--- src/hdl/cnsl_pkg.sv ---
// shared types, constants and aes helpers for the scratchpad loop core
package cnsl_pkg;

   localparam int PadLines = 131072;
   localparam int LineBits = $clog2(PadLines);
   localparam int IterBits = 20;
   localparam logic [IterBits-1:0] IterReset = 20'h80000;

   typedef enum logic [1:0] {
      OP_LOAD = 2'd0,
      OP_RUN  = 2'd1,
      OP_READ = 2'd2,
      OP_NONE = 2'd3
   } op_type;

   typedef enum logic [3:0] {
      ST_IDLE,
      ST_LOAD,
      ST_READ,
      ST_RD1,
      ST_AES,
      ST_WR1,
      ST_RD2,
      ST_MUL,
      ST_WR2,
      ST_RESP
   } state_type;

   typedef struct packed {
      logic start;
      logic load;
      logic read;
      logic rd1;
      logic aes;
      logic wr1;
      logic rd2;
      logic mul;
      logic wr2;
   } cmd_type;

   function automatic logic [7:0] sbox(input logic [7:0] x);
      logic [7:0] t [256];
      t = '{
       8'h63,8'h7c,8'h77,8'h7b,8'hf2,8'h6b,8'h6f,8'hc5,8'h30,8'h01,8'h67,8'h2b,8'hfe,8'hd7,8'hab,8'h76,
       8'hca,8'h82,8'hc9,8'h7d,8'hfa,8'h59,8'h47,8'hf0,8'had,8'hd4,8'ha2,8'haf,8'h9c,8'ha4,8'h72,8'hc0,
       8'hb7,8'hfd,8'h93,8'h26,8'h36,8'h3f,8'hf7,8'hcc,8'h34,8'ha5,8'he5,8'hf1,8'h71,8'hd8,8'h31,8'h15,
       8'h04,8'hc7,8'h23,8'hc3,8'h18,8'h96,8'h05,8'h9a,8'h07,8'h12,8'h80,8'he2,8'heb,8'h27,8'hb2,8'h75,
       8'h09,8'h83,8'h2c,8'h1a,8'h1b,8'h6e,8'h5a,8'ha0,8'h52,8'h3b,8'hd6,8'hb3,8'h29,8'he3,8'h2f,8'h84,
       8'h53,8'hd1,8'h00,8'hed,8'h20,8'hfc,8'hb1,8'h5b,8'h6a,8'hcb,8'hbe,8'h39,8'h4a,8'h4c,8'h58,8'hcf,
       8'hd0,8'hef,8'haa,8'hfb,8'h43,8'h4d,8'h33,8'h85,8'h45,8'hf9,8'h02,8'h7f,8'h50,8'h3c,8'h9f,8'ha8,
       8'h51,8'ha3,8'h40,8'h8f,8'h92,8'h9d,8'h38,8'hf5,8'hbc,8'hb6,8'hda,8'h21,8'h10,8'hff,8'hf3,8'hd2,
       8'hcd,8'h0c,8'h13,8'hec,8'h5f,8'h97,8'h44,8'h17,8'hc4,8'ha7,8'h7e,8'h3d,8'h64,8'h5d,8'h19,8'h73,
       8'h60,8'h81,8'h4f,8'hdc,8'h22,8'h2a,8'h90,8'h88,8'h46,8'hee,8'hb8,8'h14,8'hde,8'h5e,8'h0b,8'hdb,
       8'he0,8'h32,8'h3a,8'h0a,8'h49,8'h06,8'h24,8'h5c,8'hc2,8'hd3,8'hac,8'h62,8'h91,8'h95,8'he4,8'h79,
       8'he7,8'hc8,8'h37,8'h6d,8'h8d,8'hd5,8'h4e,8'ha9,8'h6c,8'h56,8'hf4,8'hea,8'h65,8'h7a,8'hae,8'h08,
       8'hba,8'h78,8'h25,8'h2e,8'h1c,8'ha6,8'hb4,8'hc6,8'he8,8'hdd,8'h74,8'h1f,8'h4b,8'hbd,8'h8b,8'h8a,
       8'h70,8'h3e,8'hb5,8'h66,8'h48,8'h03,8'hf6,8'h0e,8'h61,8'h35,8'h57,8'hb9,8'h86,8'hc1,8'h1d,8'h9e,
       8'he1,8'hf8,8'h98,8'h11,8'h69,8'hd9,8'h8e,8'h94,8'h9b,8'h1e,8'h87,8'he9,8'hce,8'h55,8'h28,8'hdf,
       8'h8c,8'ha1,8'h89,8'h0d,8'hbf,8'he6,8'h42,8'h68,8'h41,8'h99,8'h2d,8'h0f,8'hb0,8'h54,8'hbb,8'h16};
      return t[x];
   endfunction

   function automatic logic [7:0] xtime(input logic [7:0] x);
      return {x[6:0], 1'b0} ^ (x[7] ? 8'h1b : 8'h00);
   endfunction

   // one round: subbytes, shiftrows, mixcolumns, addroundkey
   function automatic logic [127:0] aes_round(input logic [127:0] s, input logic [127:0] k);
      logic [7:0]   t [16];
      logic [7:0]   a0, a1, a2, a3, al;
      logic [127:0] o;
      o = '0;
      for (int c = 0; c < 4; c++) begin
         for (int r = 0; r < 4; r++) begin
            t[r + 4*c] = sbox(s[8*(r + 4*((c + r) % 4)) +: 8]);
         end
      end
      for (int c = 0; c < 4; c++) begin
         a0 = t[4*c]; a1 = t[4*c+1]; a2 = t[4*c+2]; a3 = t[4*c+3];
         al = a0 ^ a1 ^ a2 ^ a3;
         o[8*(4*c)   +: 8] = a0 ^ al ^ xtime(a0 ^ a1);
         o[8*(4*c+1) +: 8] = a1 ^ al ^ xtime(a1 ^ a2);
         o[8*(4*c+2) +: 8] = a2 ^ al ^ xtime(a2 ^ a3);
         o[8*(4*c+3) +: 8] = a3 ^ al ^ xtime(a3 ^ a0);
      end
      return o ^ k;
   endfunction

endpackage

--- src/hdl/cnsl_ctrl.sv ---
// controller state machine for the scratchpad loop core
module cnsl_ctrl (
   input  logic               clock,
   input  logic               reset,
   input  logic               req_tvalid,
   output logic               req_tready,
   input  logic [1:0]         req_op,
   output logic               rsp_tvalid,
   input  logic               rsp_tready,
   input  logic [cnsl_pkg::IterBits-1:0] iter_count,
   output cnsl_pkg::cmd_type  cmd
);

   cnsl_pkg::state_type state_ff, state_in;
   logic [cnsl_pkg::IterBits-1:0] rounds_ff, rounds_in;
   logic                          accept;

   assign req_tready = (state_ff == cnsl_pkg::ST_IDLE);
   assign rsp_tvalid = (state_ff == cnsl_pkg::ST_RESP);
   assign accept     = req_tvalid && req_tready;

   always_comb begin
      state_in  = state_ff;
      rounds_in = rounds_ff;
      unique case (state_ff)
         cnsl_pkg::ST_IDLE: begin
            if (accept) begin
               rounds_in = '0;
               unique case (cnsl_pkg::op_type'(req_op))
                  cnsl_pkg::OP_LOAD: state_in = cnsl_pkg::ST_LOAD;
                  cnsl_pkg::OP_READ: state_in = cnsl_pkg::ST_READ;
                  cnsl_pkg::OP_RUN:
                     state_in = (iter_count == '0) ? cnsl_pkg::ST_RESP : cnsl_pkg::ST_RD1;
                  default: state_in = cnsl_pkg::ST_RESP;
               endcase
            end
         end
         cnsl_pkg::ST_LOAD: state_in = cnsl_pkg::ST_RESP;
         cnsl_pkg::ST_READ: state_in = cnsl_pkg::ST_RESP;
         cnsl_pkg::ST_RD1:  state_in = cnsl_pkg::ST_AES;
         cnsl_pkg::ST_AES:  state_in = cnsl_pkg::ST_WR1;
         cnsl_pkg::ST_WR1:  state_in = cnsl_pkg::ST_RD2;
         cnsl_pkg::ST_RD2:  state_in = cnsl_pkg::ST_MUL;
         cnsl_pkg::ST_MUL:  state_in = cnsl_pkg::ST_WR2;
         cnsl_pkg::ST_WR2: begin
            rounds_in = rounds_ff + 1'b1;
            state_in  = (rounds_in == iter_count) ? cnsl_pkg::ST_RESP : cnsl_pkg::ST_RD1;
         end
         cnsl_pkg::ST_RESP: if (rsp_tready) state_in = cnsl_pkg::ST_IDLE;
         default: state_in = cnsl_pkg::ST_IDLE;
      endcase
   end

   always_comb begin
      cmd       = '0;
      cmd.start = accept;
      cmd.load  = (state_ff == cnsl_pkg::ST_LOAD);
      cmd.read  = (state_ff == cnsl_pkg::ST_READ);
      cmd.rd1   = (state_ff == cnsl_pkg::ST_RD1);
      cmd.aes   = (state_ff == cnsl_pkg::ST_AES);
      cmd.wr1   = (state_ff == cnsl_pkg::ST_WR1);
      cmd.rd2   = (state_ff == cnsl_pkg::ST_RD2);
      cmd.mul   = (state_ff == cnsl_pkg::ST_MUL);
      cmd.wr2   = (state_ff == cnsl_pkg::ST_WR2);
   end

   always_ff @(posedge clock) begin
      if (reset) begin
         state_ff  <= cnsl_pkg::ST_IDLE;
         rounds_ff <= '0;
      end else begin
         state_ff  <= state_in;
         rounds_ff <= rounds_in;
      end
   end

   a_resp_hold: assert property (@(posedge clock) disable iff (reset)
      rsp_tvalid && !rsp_tready |=> rsp_tvalid) else $error("response dropped");
   a_no_accept_busy: assert property (@(posedge clock) disable iff (reset)
      !req_tready |-> !cmd.start) else $error("accept while busy");
   a_round_bound: assert property (@(posedge clock) disable iff (reset)
      cmd.wr2 |-> rounds_ff < iter_count) else $error("round overrun");

endmodule

--- config.mk ---
export PLATFORM = sky130hd
export DESIGN_NAME = cnsl_ctrl
export DESIGN_NICKNAME = d
export VERILOG_FILES = /design/src/hdl/cnsl_pkg.sv /design/src/hdl/cnsl_ctrl.sv
export SDC_FILE = /design/constraint.sdc
export NUM_CORES = 1
export LEC_CHECK = 0
export BUFFER_PORTS_ARGS = -buffer_cell sky130_fd_sc_hd__buf_2
export CAP_MARGIN = 0
export CORE_AREA = 4 4 95 97
export DETAILED_ROUTE_END_ITERATION = 12
export DIE_AREA = 0 0 99 101
export PLACE_DENSITY = 0.45
export SLEW_MARGIN = 5
export SYNTH_ARGS = -nofsm -noshare
export SYNTH_HDL_FRONTEND = slang
export SYNTH_SLANG_ARGS = --single-unit
--- constraint.sdc ---
create_clock -name clock -period 2 [get_ports clock]
set_input_delay 0.4 -clock clock [delete_from_list [all_inputs] [get_ports clock]]
set_output_delay 0.4 -clock clock [all_outputs]
set_load 0.1 [all_outputs]
Word level (Yosys, flattened, before mapping)

Cells that the tools add are included.

Flip-flop bits (word level): 24
Bits of input ports: 26
Output and inout port bits: 11
Word-level logic and storage cells: 33

Add/subtract/negate cells: 1
Equality and inequality tests: 14
Mux-type cells: 8
Reduce and logical (&&, ||, !) cells: 8

Operator list:

| operator                                                                 | count |
|---|---|
| 20-bit case mux with 2 select lines                                      | 1 |
| 4-bit case mux with 9 select lines                                       | 1 |
| 20-bit by 1-bit adder with 20-bit output (second input constant)         | 1 |
| 20-bit equality test                                                     | 1 |
| 20-bit zero test                                                         | 1 |
| 20-bit two-way mux                                                       | 1 |
| 4-bit by 3-bit equality test with 1-bit output (second input constant)   | 4 |
| 4-bit two-way mux                                                        | 4 |
| 4-bit case mux with 3 select lines                                       | 1 |
| 4-bit by 2-bit equality test with 1-bit output (second input constant)   | 2 |
| 4-bit equality test (second input constant)                              | 2 |
| 4-bit by 1-bit equality test with 1-bit output (second input constant)   | 1 |
| 4-bit zero test                                                          | 1 |
| 2-bit by 1-bit inequality test with 1-bit output (second input constant) | 2 |
| 2-bit AND reduction                                                      | 2 |
| 2-bit by 1-bit equality test with 1-bit output (second input constant)   | 1 |
| 2-bit equality test (second input constant)                              | 1 |
| 2-bit zero test                                                          | 1 |
| 2-bit nonzero test                                                       | 1 |
| 2-bit OR reduction                                                       | 1 |
| 1-bit logical AND                                                        | 1 |

Logic depth before layout (Yosys ltp)

Depth after elaboration: 5
Gate-level depth with buffers: 9
Gate-level depth less buffers: 7

Worst setup path after synthesis

Ideal clock, no wire load.

Kind: flip-flop to output port
Start point: reg state_ff[0]
End point: out cmd[8] in the netlist's numbering
Arrival time: 4.308 ns
Data required time: 1.600 ns
Path slack: -2.708 ns
Stages on the path, launching flop included: 6
Path buffers: 2
Cells stage by stage: dfxtp_1 buf_2 nor4_1 nand2_1 inv_1 buf_4

Word-level cells in the longest chain between the ends: 2

RTL lines:

| what                   | line            | RTL |
|---|---|---|
| start, declared        | cnsl_ctrl.sv:14 | `cnsl_pkg::state_type state_ff, state_in;` |
| start signal, assigned | cnsl_ctrl.sv:69 | `state_ff <= cnsl_pkg::ST_IDLE;` |
| start signal, assigned | cnsl_ctrl.sv:72 | `state_ff <= state_in;` |
| 4-bit zero test        | cnsl_ctrl.sv:18 | `assign req_tready = (state_ff == cnsl_pkg::ST_IDLE);` |
| named net req_tready   | cnsl_ctrl.sv:6  | `output logic req_tready,` |
| 1-bit logical AND      | cnsl_ctrl.sv:20 | `assign accept = req_tvalid && req_tready;` |
| end, declared          | cnsl_ctrl.sv:11 | `output cnsl_pkg::cmd_type cmd` |

The timed path passes the listed nets, and every way through them passes these cells.

Final worst setup path

Start point: reg rounds_ff[0] in the netlist's numbering
End point: reg state_ff[1]

Word-level cells in the longest chain between the ends: 4

RTL lines:

| what                                     | line            | RTL |
|---|---|---|
| start, declared                          | cnsl_ctrl.sv:15 | `logic [cnsl_pkg::IterBits-1:0] rounds_ff, rounds_in;` |
| start signal, assigned                   | cnsl_ctrl.sv:73 | `rounds_ff <= rounds_in;` |
| 20-bit by 1-bit adder with 20-bit output | cnsl_ctrl.sv:46 | `rounds_in = rounds_ff + 1'b1;` |
| 20-bit equality test                     | cnsl_ctrl.sv:47 | `state_in = (rounds_in == iter_count) ? cnsl_pkg::ST_RESP : cnsl_pkg::ST_RD1;` |
| 4-bit two-way mux                        | cnsl_ctrl.sv:47 |  |
| 4-bit case mux with 9 select lines       | cnsl_ctrl.sv:25 | `unique case (state_ff)` |

Every way passes these cells.
A chain may end at the register's enable or synchronous reset.

==> tab_implementation.tex <==
\begin{tabular}{lr}
\hline
Metric & Value \\
\hline
\multicolumn{2}{l}{\textbf{Timing}} \\
Worst Hold Slack & 0.443 ns \\
Fin. Hold Viols & 0 \\
Clock Skews & 0.00487 ns \\
Worst Max-Slew Pin Slew & 0.576 ns \\
Final count of pins violating max slew & 0 \\
Fmax & 0.513 GHz \\
Final critical delay including setup and external delays & 1.95 ns \\
Unrepaired setup endpoints after global routing & yes \\
Headroom to the max-slew limit & 61.4\% \\
Total setup violations reported at the end of the flow & 0 \\
Final Cycle Share & 97.4\% \\
\multicolumn{2}{l}{\textbf{Synthesis}} \\
Synthesized-area fraction occupied by xor and xnor cells & 11.3\% \\
Net count of the mapped netlist & 300 \\
Post-Synthesis Mean Instance Area & 7.37 sq um \\
Share of the synthesized area in the top cell type & 23.9\% \\
Arithmetic-cell share of the synthesized area counting full adders, half adders and majority gates & 0.622\% \\
Main combinational cell family by area after synthesis & simple AND/OR/NAND/NOR gates \\
Share of the synthesized area in compound gates (AO/OA/AOI/OAI) & 22.5\% \\
Yosys top cell by area & dfxtp\_1 \\
Post-synthesis instance area & 2010 sq um \\
Fraction of synthesis flops using an asynchronous set or reset pin & 0\% \\
Cell count after synthesis & 273 \\
Basic-gate share of the synthesized area counting and, or, nand and nor cells & 34.4\% \\
Register bit count reported by yosys & 24 \\
Largest cells by area after synthesis & dfxtp\_1, xnor2\_1, nor2\_1 \\
Leading register cell type out of synthesis & dfxtp\_1 \\
Seq/Total Area, Yosys & 23.9\% \\
Multiplexer fraction of the synthesized cell area & 1.55\% \\
Number of enable-type register cells in the synthesized netlist & 0 \\
Number of warnings printed during yosys synthesis & 0 \\
Cell variety after synth & 54 \\
\multicolumn{2}{l}{\textbf{Global route}} \\
Number of antenna violations at the first check in global routing & 0 \\
Global router's overall resource usage & 12.9\% \\
Wire length of the first global-routing pass & 10600 microns \\
Maximum number of pins on one net before global-route repair & 26 \\
Leftover overflow at the end of global routing & 0 \\
Vias in the first global route & 2122 \\
\multicolumn{2}{l}{\textbf{Route}} \\
Residual DRC & 0 \\
Via count & 2201 \\
Wire length per cell after detailed routing & 14.7 microns \\
Final Routed Wirelength & 6400 microns \\
Number of nets with antenna violations after routing & 0 \\
Vias per cell & 5.06 \\
Violation count after the first detailed-routing iteration & 106 \\
Router iterations before antenna repair & 4 \\
\multicolumn{2}{l}{\textbf{Floorplan}} \\
Die Y-Extent & 101 microns \\
Boundary pin count & 37 \\
\# rows & 33 \\
Initial core utilization & 24.7\% \\
DIE AREA & 10000 sq um \\
Floorplan die width & 99 microns \\
Core region area & 8130 sq um \\
\multicolumn{2}{l}{\textbf{Place}} \\
Count of buffers inserted at the top-level ports & 36 \\
Detail Placement HPWL & 5030 microns \\
Placer's final routability congestion estimate & 0.814 \\
Post-detailed-placement cell area & 2710 sq um \\
\multicolumn{2}{l}{\textbf{Worst hold path}} \\
Path category of the worst min-delay check & primary input to register \\
Hold Path Cell Cnt & 3 \\
Worst Hold Endpoint & state\_ff[0] \\
Startpoint of the most critical hold path & req\_tvalid \\
\multicolumn{2}{l}{\textbf{Layout}} \\
Final design instance area without fill & 2840 sq um \\
Net count, final & 359 \\
Area growth from synthesis to layout & 41.0\% \\
Share of post-route cells with drive strength above 1 & 36.4\% \\
Diodes inserted & 0 \\
\multicolumn{2}{l}{\textbf{CTS}} \\
Root Buffer Master & clkbuf\_8 \\
Maximum buffer depth of the clock tree & 2 \\
H-tree levels & 1 \\
Number of clock sinks & 24 \\
CTS tree & built \\
Clock latency of the later-clocked register in the worst-skew pair & 0.27 ns \\
Number of buffers created by CTS & 3 \\
Clock Pin Slew Worst Setup and Hold Paths & 0.09 ns \\
Number of hold-repair buffers added at the cts stage & 0 \\
\multicolumn{2}{l}{\textbf{Worst setup path}} \\
Class of the most critical setup path & register to register \\
Startpoint class of the critical path & register \\
Crit path required time & 2.16 ns \\
Critical path capture point type & register \\
Critical Path AT & 2.11 ns \\
Depth of the most critical reg-to-reg path & 7 \\
Peak fanout along the critical path & 3 \\
Critical register-to-register path startpoint & rounds\_ff[0] \\
Setup slack of the worst register-to-register path & 0.05 ns \\
Worst flop-to-flop path endpoint & state\_ff[1] \\
\multicolumn{2}{l}{\textbf{Status}} \\
Status & finished clean \\
\multicolumn{2}{l}{\textbf{Run}} \\
Max capacitance violation total & 0 \\
\multicolumn{2}{l}{\textbf{Power}} \\
Final Total Pwr & 2.41 mW \\
Peak VDD IR & 0.000270 V \\
Power per cell area & 848 nW/um\^{}2 \\
P\_leak & 1.10 nW \\
\hline
\end{tabular}
==> flip-flops by register name, indices dropped and copies added, names as in the netlist <==
name       flops
rounds_ff     20
state_ff       4
==> cell usage after synthesis, types with 2 or more instances <==
library cell and instances:
nor2b_1 4, xnor2_1 17, and3_1 5, and2_1 2, clkbuf_1 10, and4_1 3
nand2b_1 7, a22oi_1 7, o31a_1 2, nand4_1 3, buf_2 10, dfxtp_1 24
or3_1 6, a31o_2 3, nand2_1 20, nand3_1 9, clkbuf_2 2, a21oi_1 16
nor3_1 11, o21ai_0 20, a31oi_1 3, nor3b_1 3, nor4_1 8, a311oi_1 5
mux2i_1 2, inv_1 3, xor2_1 9, nor2_1 33
==> metal layers <==
layer	vias up	track usage [%]	wire, microns
li1	1112	-	-
met1	1036	19.2	3290
met2	49	19.9	2780
met3	4	1.66	282
met4	0	2.63	40
met5	-	0	0
==> layout make-up <==
cell class / count / area [sq um]
fill: 861 / 5300
multi-input combinational: 223 / 1520
timing repair buffer: 77 / 638
sequential: 24 / 489
tap: 105 / 131
clock buffer: 3 / 41.3
inverter: 3 / 13.8
==> layout by cell type (no fill, tap or decap), types with 10 or more instances in the layout <==
| cell | netlist | layout |
|---|---|---|
| buf_12 | 0 | 10 |
| nand2_1 | 20 | 19 |
| xnor2_1 | 17 | 17 |
| a21oi_1 | 16 | 16 |
| o21ai_0 | 20 | 13 |
| buf_2 | 10 | 26 |
| buf_4 | 1 | 40 |
| dfxtp_1 | 24 | 17 |
| nor2_1 | 33 | 28 |
==> logic make-up after synthesis <==
group           after synthesis
buf+inv                      26
flops                        24
mux                           3
compound gates               69
simple gates                124
fa+ha+maj                     1
xor+xnor                     26
==> critical path, stage by stage (launching register included) <==
cell and delay [ns]:
dfxtp_2 0.34, ha_2 0.19, and4_4 0.24, and4b_1 0.23, a21oi_1 0.10, nor4b_2 0.27
nand4_1 0.17, o31a_1 0.31
==> where the power goes <==
group / switching (mW) / internal [mW]
Combinational: 0.996 / 0.576
Sequential: 0.0221 / 0.513
Clock: 0.163 / 0.135
==> worst max path at each step <==
stage	startpoint	endpoint	slack (ns)
2_1_floorplan	state_ff[0]	cmd[8]	-0.55
5_1_grt	rounds_ff[1]	state_ff[1]	-0.04
3_3_place_gp	iter_count[17]	state_ff[1]	0.03
6_report	rounds_ff[0]	state_ff[1]	0.05
4_1_cts	rounds_ff[3]	state_ff[1]	0.005
3_5_place_dp	rounds_ff[1]	state_ff[1]	-0.01
==> stage by stage <==
step,utilization [%],setup TNS (ns),cells,setup WS [ns]
2_1_floorplan,-,-10.71,273,-0.545
5_1_grt,34.9,-0.0549,435,-0.0399
3_3_place_gp,33.3,0,429,0.0254
3_5_place_dp,33.3,-0.0132,429,-0.0132
4_1_cts,34.0,0,433,0.00510
6_report,34.9,0,435,0.0524
==> what timing repair did <==
item / 4_1_cts / 5_1_grt
buffers inserted: 1 / 2
hold endpoints to repair: 0 / 0
resized for setup: 2 / 18
setup endpoints to repair: 2 / 7
pin swaps: 0 / 9
Power figures use the tool's default switching activity.
